**config.mk**
```make
export PLATFORM = sky130hd
export DESIGN_NAME = keypad_scan_event_detector
export DESIGN_NICKNAME = d
export VERILOG_FILES = /design/src/sv/kse_pkg.sv /design/src/sv/keypad_scan_event_detector.sv /design/src/sv/kse_key_pick.sv /design/src/sv/kse_event.sv
export SDC_FILE = /design/constraint.sdc
export NUM_CORES = 1
export LEC_CHECK = 0
export BUFFER_PORTS_ARGS = -buffer_cell sky130_fd_sc_hd__buf_2
export CAP_MARGIN = 20
export CORE_UTILIZATION = 55
export CTS_CLUSTER_DIAMETER = 120
export DETAILED_ROUTE_END_ITERATION = 6
export HOLD_SLACK_MARGIN = 0.15
export PLACE_DENSITY = 0.82
export SLEW_MARGIN = 20
export SYNTH_ARGS = -nofsm -noshare
export SYNTH_HDL_FRONTEND = slang
export SYNTH_HIERARCHICAL = 1
export SYNTH_SLANG_ARGS = --single-unit
```
**constraint.sdc**
```tcl
create_clock -name clk -period 7.77 [get_ports clk]
set_input_delay 0.777 -clock clk [delete_from_list [all_inputs] [get_ports clk]]
set_output_delay 0.777 -clock clk [all_outputs]
set_load 0.02 [all_outputs]
```
**src/sv/kse_pkg.sv**
```systemverilog
// Package with the shared types and codes of the keypad scan event detector.
package kse_pkg;

	typedef logic [4:0] key_t;
	typedef logic [1:0] event_code_t;
	typedef logic [1:0] layout_t;

	localparam key_t NO_KEY = 5'd16;

	localparam event_code_t EV_NONE    = 2'd0;
	localparam event_code_t EV_PRESS   = 2'd1;
	localparam event_code_t EV_RELEASE = 2'd2;
	localparam event_code_t EV_HOLD    = 2'd3;

	localparam layout_t LAYOUT_1X4 = 2'd0;
	localparam layout_t LAYOUT_4X3 = 2'd1;
	localparam layout_t LAYOUT_4X4 = 2'd2;

	localparam logic REG_KEYPAD_TYPE  = 1'b0;
	localparam logic REG_HOLD_TIME_MS = 1'b1;

	localparam layout_t     KEYPAD_TYPE_RESET = LAYOUT_4X4;
	localparam logic [31:0] HOLD_TIME_RESET   = 32'd1000;

	typedef struct packed {
		event_code_t key_event;
		logic [3:0]  key_index;
	} event_result_t;

endpackage

```
**src/sv/keypad_scan_event_detector.sv**
```systemverilog
// Top level of the keypad scan event detector: scan input stage, configuration and event output.
//
// A scan beat carries sensed_keys (one bit per contact, drive line times four plus sense line)
// and now_ms, a free-running millisecond time. It is taken when scan_valid is high and
// scan_stall is low. Every scan gives exactly one event beat on key_event and key_index,
// taken when event_valid is high and event_stall is low.
// The scan is registered on entry, the event is decided against the stored key state and
// registered on exit, so each scan passes the input register and then the event register.
// One scan is taken every cycle while scan_stall is low; the stored key state is updated in
// the same cycle the event register loads, which is the only loop in the block.
// When the receiver stalls, the event register holds its beat and the input register keeps
// one more scan; scan_stall rises only once both are full.
// Configuration writes (index 0 keypad_type, index 1 hold_time_ms) are taken at any cycle
// with cfg_valid high, but are meant to be issued while no scan is in flight.
// Reset clears both stages, forgets any pressed or armed key, sets the press time to zero,
// keypad_type to the four by four layout and hold_time_ms to 1000.
module keypad_scan_event_detector (
	input  logic                      clk,
	input  logic                      arst_n,
	input  logic                      scan_valid,
	output logic                      scan_stall,
	input  logic [15:0]               sensed_keys,
	input  logic [31:0]               now_ms,
	output logic                      event_valid,
	input  logic                      event_stall,
	output kse_pkg::event_code_t      key_event,
	output logic [3:0]                key_index,
	input  logic                      cfg_valid,
	output logic                      cfg_ready,
	input  logic                      cfg_index,
	input  logic [31:0]               cfg_data
);
	import kse_pkg::*;

	layout_t       keypad_type_q;
	logic [31:0]   hold_time_ms_q;

	logic          valid_s1;
	logic [15:0]   sensed_keys_s1;
	logic [31:0]   now_ms_s1;

	logic          event_valid_q;
	event_result_t event_q;

	logic          advance;
	key_t          key;
	event_result_t result;

	assign cfg_ready   = 1'b1;
	assign advance     = valid_s1 && (!event_valid_q || !event_stall);
	assign scan_stall  = valid_s1 && !advance;
	assign event_valid = event_valid_q;
	assign key_event   = event_q.key_event;
	assign key_index   = event_q.key_index;

	always_ff @(posedge clk or negedge arst_n) begin
		if (!arst_n) begin
			keypad_type_q  <= KEYPAD_TYPE_RESET;
			hold_time_ms_q <= HOLD_TIME_RESET;
		end else if (cfg_valid) begin
			case (cfg_index)
				REG_KEYPAD_TYPE: begin
					keypad_type_q <= cfg_data[1:0];
				end
				REG_HOLD_TIME_MS: begin
					hold_time_ms_q <= cfg_data;
				end
				default: begin
				end
			endcase
		end
	end

	always_ff @(posedge clk or negedge arst_n) begin
		if (!arst_n) begin
			valid_s1 <= 1'b0;
		end else if (!scan_stall) begin
			valid_s1 <= scan_valid;
		end
	end

	always_ff @(posedge clk) begin
		if (scan_valid && !scan_stall) begin
			sensed_keys_s1 <= sensed_keys;
			now_ms_s1      <= now_ms;
		end
	end

	kse_key_pick u_key_pick (
		.sensed_keys (sensed_keys_s1),
		.keypad_type (keypad_type_q),
		.key         (key)
	);

	kse_event u_event (
		.clk          (clk),
		.arst_n       (arst_n),
		.advance      (advance),
		.key          (key),
		.now_ms       (now_ms_s1),
		.hold_time_ms (hold_time_ms_q),
		.result       (result)
	);

	always_ff @(posedge clk or negedge arst_n) begin
		if (!arst_n) begin
			event_valid_q <= 1'b0;
		end else if (advance) begin
			event_valid_q <= 1'b1;
		end else if (!event_stall) begin
			event_valid_q <= 1'b0;
		end
	end

	always_ff @(posedge clk) begin
		if (advance) begin
			event_q <= result;
		end
	end

`ifndef SYNTHESIS
	a_none_has_zero_index: assert property (@(posedge clk) disable iff (!arst_n)
		event_valid_q && (event_q.key_event == EV_NONE) |-> (event_q.key_index == 4'd0))
		else $error("An empty event carries a non-zero key index.");

	a_stall_only_when_full: assert property (@(posedge clk) disable iff (!arst_n)
		scan_stall |-> (valid_s1 && event_valid_q && event_stall))
		else $error("Scan input stalled while a stage was free.");

	a_advance_loads_output: assert property (@(posedge clk) disable iff (!arst_n)
		advance |=> event_valid_q)
		else $error("An advanced scan did not reach the event register.");

	a_accept_fills_stage: assert property (@(posedge clk) disable iff (!arst_n)
		scan_valid && !scan_stall |=> valid_s1)
		else $error("An accepted scan beat was lost at the input stage.");
`endif

endmodule

```
**src/sv/kse_key_pick.sv**
```systemverilog
// Priority encoder that reduces a contact bitmap to one active key for the chosen layout.
module kse_key_pick (
	input  logic [15:0]       sensed_keys,
	input  kse_pkg::layout_t  keypad_type,
	output kse_pkg::key_t     key
);
	import kse_pkg::*;

	always_comb begin
		key = NO_KEY;
		case (keypad_type)
			LAYOUT_1X4: begin
				if (sensed_keys[3]) begin
					key = 5'd2;
				end else if (sensed_keys[2]) begin
					key = 5'd3;
				end else if (sensed_keys[1]) begin
					key = 5'd0;
				end else if (sensed_keys[0]) begin
					key = 5'd1;
				end
			end
			LAYOUT_4X3: begin
				for (int b = 0; b < 16; b++) begin
					if ((b % 4) != 3 && sensed_keys[b]) begin
						key = 5'((b / 4) * 3 + (b % 4));
					end
				end
			end
			LAYOUT_4X4: begin
				for (int b = 0; b < 16; b++) begin
					if (sensed_keys[b]) begin
						key = 5'(b);
					end
				end
			end
			default: begin
				key = NO_KEY;
			end
		endcase
	end

endmodule

```
**src/sv/kse_event.sv**
```systemverilog
// Event decision logic with the previous key, armed key and press time registers.
module kse_event (
	input  logic                   clk,
	input  logic                   arst_n,
	input  logic                   advance,
	input  kse_pkg::key_t          key,
	input  logic [31:0]            now_ms,
	input  logic [31:0]            hold_time_ms,
	output kse_pkg::event_result_t result
);
	import kse_pkg::*;

	key_t        previous_key_q;
	key_t        armed_key_q;
	logic [31:0] press_time_q;

	logic        key_down;
	logic        is_press;
	logic        is_release;
	logic        is_hold;
	key_t        armed_next;
	logic [31:0] press_time_next;
	logic [31:0] elapsed;

	always_comb begin
		key_down        = (key != NO_KEY);
		is_press        = key_down && (key != previous_key_q);
		is_release      = !key_down && (previous_key_q != NO_KEY) && (armed_key_q != NO_KEY);
		armed_next      = is_press ? key : armed_key_q;
		press_time_next = is_press ? now_ms : press_time_q;
		elapsed         = now_ms - press_time_next;
		is_hold         = key_down && (armed_next != NO_KEY) && (elapsed > hold_time_ms);

		if (is_hold) begin
			result.key_event = EV_HOLD;
			result.key_index = key[3:0];
		end else if (is_press) begin
			result.key_event = EV_PRESS;
			result.key_index = key[3:0];
		end else if (is_release) begin
			result.key_event = EV_RELEASE;
			result.key_index = previous_key_q[3:0];
		end else begin
			result.key_event = EV_NONE;
			result.key_index = 4'd0;
		end
	end

	always_ff @(posedge clk or negedge arst_n) begin
		if (!arst_n) begin
			previous_key_q <= NO_KEY;
			armed_key_q    <= NO_KEY;
			press_time_q   <= 32'd0;
		end else if (advance) begin
			previous_key_q <= key;
			armed_key_q    <= is_hold ? NO_KEY : armed_next;
			press_time_q   <= is_hold ? now_ms : press_time_next;
		end
	end

endmodule

```
Word level (Yosys, flattened, before mapping). Index checks and enable logic that the tools add are counted.

Output and inout bits: 9. Register bits after elaboration: 132. Word-level logic and storage cells: 80.

Mux-type cells: 39. Reductions and logical operators: 18. $lt $le $gt $ge: 1. Add/subtract/negate cells: 1. Equality and inequality tests: 8. Bitwise gates (word level): 1.

Operator list (count): 2-to-1 mux 5 bit (31); 2-to-1 mux 32 bit (2); > comparator 32 bit (1); subtractor 32 bit (1); inequality test 5 bit, second input constant (4); one-hot mux 5 bit (3 select lines) (1); 2-to-1 mux 6 bit (2); logical AND 1 bit (8); logical NOT 1 bit (5); inequality test 5 bit (1); 2-to-1 mux 4 bit (1); AND reduction 2 bit (2); equality test 2 x 1 -> 1 bit, second input constant (1); equality test 2 bit, second input constant (1); logical NOT 2 bit (1); 2-to-1 mux 1 bit (2); inequality test 2 x 1 -> 1 bit, second input constant (1); OR reduction 2 bit (1); logical OR 1 bit (1); inverter 1 bit (1).

Depth between registers and ports, before layout. Gate-level depths: netlist of run 1.

Depth after elaboration: 24. Gate-level depth with buffers: 39. Mapped depth without buffers: 33.

Modules after synthesis. The synthesis of run 1 kept the hierarchy.

By module, submodules not included: kse_event (instances 1, cells an instance 789, area each 5724.2 µm²); keypad_scan_event_detector (instances 1, cells an instance 137, area each 3120.5 µm²); kse_key_pick (instances 1, cells an instance 60, area each 367.9 µm²).

Least setup slack after synthesis of run 1. No wires, ideal clock.

Path kind: flip-flop to flip-flop. Start: register sensed_keys_s1[12]. End: register u_event.press_time_q[16]. Setup time: 0.138 ns. Clock period less this slack: 7.640 ns. Cell stages (with the launch flop): 38. Slack: 0.130 ns. Arrival: 7.501 ns. Required time: 7.632 ns. Buffers on the path: 6. Cell sequence: edfxtp_1 or4_4 nor4_2 a21oi_1 o21ai_1 or4b_4 or2_1 buf_6 o21ai_4 buf_6 buf_2 buf_1 o21ai_0 ha_1 inv_1 ha_1 inv_1 a31oi_1 [2 not listed] o311ai_1 o21ai_1 and2_1 o21ai_1 a221oi_1 xnor2_1 ha_1 a21o_1 a21o_1 a21o_1 a21oi_1 o311ai_1 and3_1 or4_1 clkbuf_1 clkbuf_1 nand4_1 o311ai_1.

Cells in the longest elaborated chain, start to end: 12.

Ends and longest elaborated chain: start: declaration (line keypad_scan_event_detector.sv:39) `logic [15:0] sensed_keys_s1;`; start signal: assignment (line keypad_scan_event_detector.sv:84) `sensed_keys_s1 <= sensed_keys;`; 2-to-1 mux 5 bit (4 in a row) (line kse_key_pick.sv:32) `if (sensed_keys[b]) begin`; one-hot mux 5 bit (3 select lines) (*) (line kse_key_pick.sv:11) `case (keypad_type)`; named net key[4] (line keypad_scan_event_detector.sv:46) `key_t key;`; inequality test 5 bit, on equally long branches (line kse_event.sv:26, kse_event.sv:27); logical AND 1 bit (line kse_event.sv:27) `is_press = key_down && (key != previous_key_q);`; 2-to-1 mux 32 bit or 2-to-1 mux 5 bit (tied branches) (line kse_event.sv:30, kse_event.sv:29); subtractor 32 bit or inequality test 5 bit (tied branches) (line kse_event.sv:31, kse_event.sv:32); > comparator 32 bit or logical AND 1 bit (tied branches) (line kse_event.sv:32) `is_hold = key_down && (armed_next != NO_KEY) && (elapsed > hold_time_ms);`; logical AND 1 bit (line kse_event.sv:32); 2-to-1 mux 32 bit (*) (line kse_event.sv:57) `press_time_q <= is_hold ? now_ms : press_time_next;`; end signal: assignment (line kse_event.sv:57); end: declaration (line kse_event.sv:15) `logic [31:0] press_time_q;`.

Mark *: on every way through the listed nets, which the timed path passes. The rest lies on a longest branch. A chain may end at the register's enable or synchronous reset.

Worst setup path after layout of run 1.
Start: register sensed_keys_s1[13]. End: register u_event.armed_key_q[4].

Cells in the longest elaborated chain, start to end: 11.

Ends and longest elaborated chain: 2-to-1 mux 5 bit (3 in a row) (line kse_key_pick.sv:32); one-hot mux 5 bit (3 select lines) (*) (line kse_key_pick.sv:11); named net key[4] (line keypad_scan_event_detector.sv:46); inequality test 5 bit, on equally long branches (line kse_event.sv:26, kse_event.sv:27); logical AND 1 bit (line kse_event.sv:27); 2-to-1 mux 32 bit or 2-to-1 mux 5 bit (tied branches) (line kse_event.sv:30, kse_event.sv:29); subtractor 32 bit or inequality test 5 bit (tied branches) (line kse_event.sv:31, kse_event.sv:32); > comparator 32 bit or logical AND 1 bit (tied branches) (line kse_event.sv:32); logical AND 1 bit (line kse_event.sv:32); 2-to-1 mux 5 bit (*) (line kse_event.sv:56) `armed_key_q <= is_hold ? NO_KEY : armed_next;`; end signal: assignment (line kse_event.sv:56); end: declaration (line kse_event.sv:14) `key_t armed_key_q;`.

Marks and branches as above.

==> summary.md, run 1 <==
| Metric | Value |
|---|---|
| Fin crit period | `7.39 ns` |
| Critical Path Start Type | `register` |
| Maximum VDD drop | `0.211 mV` |
| Clk slew on worst S/H paths | `0.06 ns` |
| EDFF count, synth | `54` |
| H-tree Lvls | `4` |
| Clk sinks | `132` |
| Yosys top cell area share | `18.7%` |
| Critical setup path kind | `reg2reg` |
| Final Max Tran Viols | `0` |
| Residual DRC count | `0` |
| Post-Syn Instances | `986` |
| Normalized max-slew margin | `29.3%` |
| Final setup viols | `0` |
| Ys async rst share | `59.1%` |
| Post-Route WL | `22000 um` |
| Core footprint | `16100 um2` |
| Cell variety after synth | `80` |
| Post-DR wirelength/cell | `16.9 um` |
| CTS tree | `yes` |
| Tot Pwr | `0.00368 W` |
| Worst EP required | `8.13 ns` |
| Hold WC Path Type | `in2async` |
| Most frequent cell after synthesis | `a21oi_1` |
| Clock root cell | `clkbuf_16` |
| Syn-to-layout area delta | `15.0%` |
| Row count | `46` |
| LEAKAGE | `4.77 nW` |
| Initial DRC count | `773` |
| Largest net degree at the start of global routing | `115` |
| Crit path max-delay cell type | `or4_4` |
| Clock Tree Buf Depth | `2` |
| Post-DP HPWL | `15200 um` |
| Final nets | `1213` |
| Max-cap viol count | `0` |
| GR Overflow Total | `0` |
| Synth top area cells | `dfrtp_1, edfxtp_1, ha_1, mux2_4, a21oi_1` |
| Worst Setup End Kind | `register` |
| Ys flop type | `dfrtp_1` |
| CP max FO | `5` |
| Fmax | `135 MHz` |
| CP peak stage delay | `0.56 ns` |
| WP data arrival | `7.75 ns` |
| Initial Util | `57.2%` |
| Chip width | `131 um` |
| Via count | `7950` |
| Worst Clk Skew | `0.00735 ns` |
| Final period util | `95.2%` |
| # fillers | `1310` |
| Antenna violations before repair | `0` |
| Synth cell count leaders | `a21oi_1, inv_1, dfrtp_1, nor2_1, ha_1` |
| Sequential area share after synthesis | `38.9%` |
| Synth warn | `6` |
| Final WS setup | `0.376 ns` |
| Post-DRT Antenna Nets | `0` |
| Slew @ Worst Pin | `1.06 ns` |
| Vias/cell | `6.12` |
| Share of layout cells above drive strength 1 | `21.3%` |
| Pre-CTS worst setup slack | `0.0940 ns` |
| Die Y | `131 um` |
| Die ar. | `17300 um2` |
| Pre-antenna DRT Iters | `5` |
| Yosys top cell by area | `dfrtp_1` |
| RePlAce Congestion | `0.898` |
| Syn_nets | `1130` |
| Final Core Density | `65.8%` |
| Status | `finished clean` |
| I/O pin cnt | `95` |
| Setup TNS | `0 ns` |
| Syn avg cell area | `9.34 um2` |
| Hold Fails Final Rpt | `0` |
| # diodes | `0` |
| Number of global-route vias before repair | `7121` |
| Register bit count reported by yosys | `132` |
| FF-to-FF path depth | `32` |
| Total CTS buffers | `17` |
| Skew-Pair Late Insertion Delay | `0.43 ns` |
| Port Buffer Count | `93` |
| Mapped cell area | `9210 um2` |
| Pwr dens | `347 nW/um2` |
| First-pass GRT wire length | `35400 um` |
| Global-route usage over all layers | `25.5%` |
[repair_timing]
action                     in CTS  in global routing
hold buffers                    0                  0
setup buffers                   0                  8
setup endpoints to repair       0                 43
resized for setup               0                 12
[stage by stage]
stage	hold slack, ns	cells	cell area, um2
after floorplan	0.443	986	9210
after global placement	0.474	1257	9890
after detailed placement	0.478	1257	9890
after CTS	0.493	1289	10500
after global routing	0.459	1298	10600
final	0.401	1298	10600
[cell families after synthesis]
kind of cell | count (synthesis) | share of synthesized area, %
AND/OR/NAND/NOR | 270 | 15.3
flip-flops | 132 | 38.9
adder cells (fa/ha/maj) | 59 | 7.99
buffers and inverters | 148 | 6.61
other | 1 | 0.0407
multiplexers | 36 | 5.62
XOR/XNOR | 39 | 3.71
AO/OA/AOI/OAI | 301 | 21.9
[sequential cells by signal, indices dropped and copies added, names as in the netlist]
name and count:
event_valid 1, hold_time_ms_q 32, key_event 2, key_index 4
keypad_type_q 2, now_ms_s1 32, sensed_keys_s1 16, u_event/armed_key_q 5
u_event/press_time_q 32, u_event/previous_key_q 5, valid_s1 1
[per-layer routing]
layer | global-route usage (%) | vias to the layer above | wire length (um)
li1 | - | 3833 | -
met1 | 39.1 | 3720 | 10800
met2 | 35.7 | 375 | 9370
met3 | 4.90 | 22 | 1620
met4 | 7.95 | 0 | 223
met5 | 0 | - | 0
[layout make-up]
cell class                      instances  area [um2]  area share [%]
Clock buffer                           17         425            4.01
Timing Repair Buffer                  128         754            7.12
Clock inverter                         15         170            1.61
Tap cell                              216         270            2.55
Inverter                               83         312            2.94
Sequential cell                       132        3580            33.8
Multi-Input combinational cell        707        5080            48.0
[cells in the final DEF (no fill, tap or decap), types with 17 or more instances in the layout]
master / instances
xor2_1: 17
xnor2_1: 22
buf_2: 92
inv_1: 83
dfrtp_1: 69
nor2_1: 59
mux2_4: 30
edfxtp_1: 54
buf_4: 33
nand2_1: 39
o21ai_0: 48
a21oi_1: 87
nand4_1: 47
clkbuf_16: 17
o311ai_1: 31
a21o_1: 36
nand3_1: 51
ha_1: 57
[critical path: cells and delay by family, from the launching register on]
| family | cells | cell delay [ns] |
|---|---|---|
| AOI/OAI and AO/OA | 17 | 2.91 |
| and+or+nand+nor | 8 | 2.69 |
| adders and majority gates | 3 | 0.73 |
| DFF | 1 | 0.44 |
| buffers and inverters | 3 | 0.38 |
| xor gates and xnor gates | 1 | 0.16 |
[power breakdown]
group,internal (W),total [W],switching (W)
Combinational,0.000761,0.00186,0.00110
Sequential,0.000901,0.00101,0.000105
Clock,0.000481,0.000818,0.000337
Total,0.00214,0.00368,0.00154
[final timing paths]
kind                                        endpoint          startpoint  slack [ns]
max reg2reg                   u_event/armed_key_q[4]  sensed_keys_s1[13]        0.38
min reg2reg                              event_valid            valid_s1        0.49
min in group clk                         event_valid            valid_s1        0.49
max in group asynchronous         hold_time_ms_q[21]              arst_n        6.84
min                        u_event/previous_key_q[0]              arst_n        0.40
max                           u_event/armed_key_q[4]  sensed_keys_s1[13]        0.38
No activity file was read; power rests on OpenSTA's default activity.
==> run 2, diff against run 1 <==
--- a/config.mk
+++ b/config.mk
@@ -7,13 +7,12 @@
 export LEC_CHECK = 0
 export BUFFER_PORTS_ARGS = -buffer_cell sky130_fd_sc_hd__buf_2
 export CAP_MARGIN = 20
-export CORE_UTILIZATION = 55
+export CORE_UTILIZATION = 53
 export CTS_CLUSTER_DIAMETER = 120
 export DETAILED_ROUTE_END_ITERATION = 6
 export HOLD_SLACK_MARGIN = 0.15
-export PLACE_DENSITY = 0.82
+export PLACE_DENSITY = 0.8
 export SLEW_MARGIN = 20
 export SYNTH_ARGS = -nofsm -noshare
 export SYNTH_HDL_FRONTEND = slang
-export SYNTH_HIERARCHICAL = 1
 export SYNTH_SLANG_ARGS = --single-unit
==> run 2 against run 1 <==
The flow now finishes with violations (design-rule violations). Wire length is 17% lower. Highest routed layer unchanged. Critical endpoint is now u_event.press_time_q[20]. Largest power group unchanged. Global-route usage is 1.6 points lower. Clock skew hardly changed. Utilization is 2.5 points higher.
==> summary.md, run 2 <==
| Metric | Value |
|---|---|
| Final instance area | `9990 um2 (-5.7%)` |
| Reg2reg start | `sensed_keys_s1[10]` |
| Ys flop type | `dfrtp_1` |
| I/O pin cnt | `95 (unchanged)` |
| Final setup viols | `0 (unchanged)` |
| Crit path max-delay cell type | `or4_1` |
| Pre-antenna DRT Iters | `6 (+1)` |
| Failing checks | `design-rule violations` |
| Clk sinks | `132 (unchanged)` |
| Final Max Tran Viols | `0 (unchanged)` |
| R2R Path End | `u_event.press_time_q[20]` |
| Commonest cells after routing, fill and taps aside | `buf_2, dfrtp_1, buf_4` |
| Max-cap viol count | `0 (unchanged)` |
| Syn-to-layout area delta | `24.8%` |
| Row count | `44 (-4.3%)` |
| LEAKAGE | `4.63 nW (-2.8%)` |
| WP data arrival | `7.88 ns (+0.13 ns)` |
| Die Y | `125 um (-4.9%)` |
| GR Overflow Total | `0 (unchanged)` |
| Final Instance Count excl. Fillers | `1109 (-15%)` |
| Syn_nets | `896 (-21%)` |
| Largest net degree at the start of global routing | `79 (-31%)` |
| Maximum VDD drop | `0.220 mV (+4.7%)` |
| Critical Path Start Type | `register` |
| EDFF count, synth | `54 (unchanged)` |
| Commonest non-fill, non-tap cell in the layout | `buf_2` |
| Total CTS buffers | `17 (unchanged)` |
| Final nets | `1062 (-12%)` |
| Number of global-route vias before repair | `6307 (-11%)` |
| CP peak stage delay | `0.54 ns (-0.02 ns)` |
| Initial Util | `54.7% (-2.5 points)` |
| Cell variety after synth | `65 (-19%)` |
| Critical setup path kind | `reg2reg` |
| Yosys top cell area share | `21.6% (+2.8 points)` |
| Tot Pwr | `0.00334 W (-9.1%)` |
| Post-DR wirelength/cell | `16.5 um (-2.3%)` |
| Skew-Pair Late Insertion Delay | `0.44 ns (about the same)` |
| Synth top area cells | `dfrtp_1, edfxtp_1, ha_1, mux2_2, mux2_1` |
| Fmax | `132 MHz (-2.3%)` |
| Pwr dens | `335 nW/um2 (-3.6%)` |
| CP max FO | `7 (+2)` |
| Worst EP required | `8.08 ns (-0.05 ns)` |
| Most Frequent Cell on Critical Path | `a21o_1` |
| Placed cells | `1062 (-16%)` |
| Post-DRT Antenna Nets | `0 (unchanged)` |
| Port Buffer Count | `93 (unchanged)` |
| Worst Path Buf+Inv | `2 (-1)` |
| WHS | `0.373 ns (-0.0282 ns)` |
| Core footprint | `14600 um2 (-9.1%)` |
| Hold Fails Final Rpt | `0 (unchanged)` |
| Ys async rst share | `59.1% (unchanged)` |
| Yosys top cell by area | `dfrtp_1` |
| Initial DRC count | `308 (-60%)` |
| CTS tree | `yes` |
| Mapped cell area | `8010 um2 (-13%)` |
| Die ar. | `15600 um2 (-9.7%)` |
| Hold WC Path Type | `in2async` |
| Register bit count reported by yosys | `132 (unchanged)` |
| Antenna violations before repair | `0 (unchanged)` |
| Most frequent cell after synthesis | `dfrtp_1` |
| Worst Clk Skew | `0.00739 ns (+0.0000365 ns)` |
| Worst Setup End Kind | `register` |
| Share of layout cells above drive strength 1 | `29.2% (+7.9 points)` |
| Vias/cell | `5.72 (-6.6%)` |
| Post-DP HPWL | `12800 um (-16%)` |
| FF-to-FF path depth | `32 (unchanged)` |
| Synth warn | `0 (-6)` |
| RePlAce Congestion | `0.917 (+2.1%)` |
| Sequential area share after synthesis | `44.8% (+5.9 points)` |
| Reg-to-reg slack, setup | `0.20 ns (-0.17 ns)` |
| Area post-placement | `9090 um2 (-8.2%)` |
| Clock root cell | `clkbuf_16` |
| Post-Route WL | `18300 um (-17%)` |
| Post-CTS Hold Fix Bufs | `0 (unchanged)` |
| Final period util | `97.4% (+2.2 points)` |
| Clock Tree Buf Depth | `2 (unchanged)` |
| Status | `complete, but fails checks` |
| Clk slew on worst S/H paths | `0.06 ns (about the same)` |
| Post-Syn Instances | `746 (-24%)` |
| Synth cell count leaders | `dfrtp_1, ha_1, inv_1, edfxtp_1, nor2_1` |
| Fin crit period | `7.57 ns (+0.173 ns)` |
| First-pass GRT wire length | `29400 um (-17%)` |
| Top flop regs | `hold_time_ms_q (32), now_ms_s1 (32), u_event.press_time_q (32)` |
| Residual DRC count | `6 (+6)` |
| Normalized max-slew margin | `52.1% (+23 points)` |
| Global-route usage over all layers | `23.9% (-1.6 points)` |
| Via count | `6346 (-20%)` |
| Chip width | `125 um (-4.9%)` |
| H-tree Lvls | `4 (unchanged)` |
| Setup TNS | `0 ns (unchanged)` |
| Slew @ Worst Pin | `0.719 ns (-0.337 ns)` |
| Crit-path leading delay family | `compound AO/OA/AOI/OAI gates` |
| Syn avg cell area | `10.7 um2 (+15%)` |
| # diodes | `0 (unchanged)` |
run 2: changes by cell type after synthesis, moves of 8 or more:
cell      previous run  this run
mux2_4              30         0
nor3_1               8        16
a21oi_1             89        37
nand4_1             47        10
o311ai_1            31         1
inv_1               83        55
mux2_2               4        33
nand3_1             51        11
nor2_1              59        47
o21ai_0             49        39
clkbuf_1            47        11
mux2_1               2        32
mux2i_1              0        29
xor2_1              17         7
run 2: repair_timing:
action | CTS | global route
gates resized for setup | 2 | 25
setup buffers | 2 | 11
setup endpoints to repair | 32 | 42
cloned | 1 | 1
hold endpoints to repair | 0 | 0
pin swaps | 0 | 13
run 2: worst max-delay path by stage:
stage | startpoint | endpoint | cells after the start | slack, ns
floorplan | sensed_keys_s1[12] | u_event.press_time_q[10] | 35 | 0.02
global placement | sensed_keys_s1[12] | u_event.press_time_q[14] | 31 | -0.22
detailed placement | sensed_keys_s1[12] | u_event.press_time_q[18] | 32 | -0.29
CTS | sensed_keys_s1[12] | u_event.press_time_q[0] | 31 | 0.05
global route | sensed_keys_s1[12] | u_event.press_time_q[29] | 31 | -0.1
finish | sensed_keys_s1[10] | u_event.press_time_q[20] | 32 | 0.20
run 2: layout make-up:
class,count,area (um2)
inverters,55,206
fillers,1078,4650
repair buffers,166,1060
well taps,184,230
flip-flops and latches,132,3580
clock inverters,14,201
clock buffers,18,429
multi-input cells,540,4280
run 2: metrics by stage:
step	worst slack (ns)	util (%)
6_report	0.202	68.2
5_1_grt	-0.0993	68.2
4_1_cts	0.0457	66.6
3_5_place_dp	-0.292	62.0
3_3_place_gp	-0.218	61.9
2_1_floorplan	0.0213	-
run 2: power breakdown:
part	internal (W)	total, W	switching, W
Sequential	0.000897	0.000994	0.0000968
Clock	0.000541	0.000862	0.000320
Combinational	0.000726	0.00149	0.000763
run 2: worst reg2reg max path, delay by kind of cell, from the launching register on:
family          cells  cell delay (ns)
compound gates     19             3.18
buf+inv             2             0.40
flops               1             0.38
xor+xnor            1             0.16
mux                 2             0.56
simple gates        6             2.21
fa+ha+maj           2             0.56
run 2: routing by layer:
metal	up-vias	global-route usage, %	share of wire, %
li1	3083	-	-
met1	3087	29.7	45
met2	146	40.8	50
met3	30	5.15	3.6
met4	0	9.33	1.8
met5	-	0	0
run 2: cell families (layout without fill, tap and decap cells):
group / after synthesis / count (layout) / synth area share, %
other cells: 1 / 1 / 0.0468
compound gates: 178 / 179 / 14.7
mux: 94 / 94 / 12.8
buf+inv: 75 / 253 / 3.63
simple gates: 176 / 176 / 11.1
xor+xnor: 26 / 26 / 2.84
fa+ha+maj: 64 / 64 / 10.1
flops: 132 / 132 / 44.8
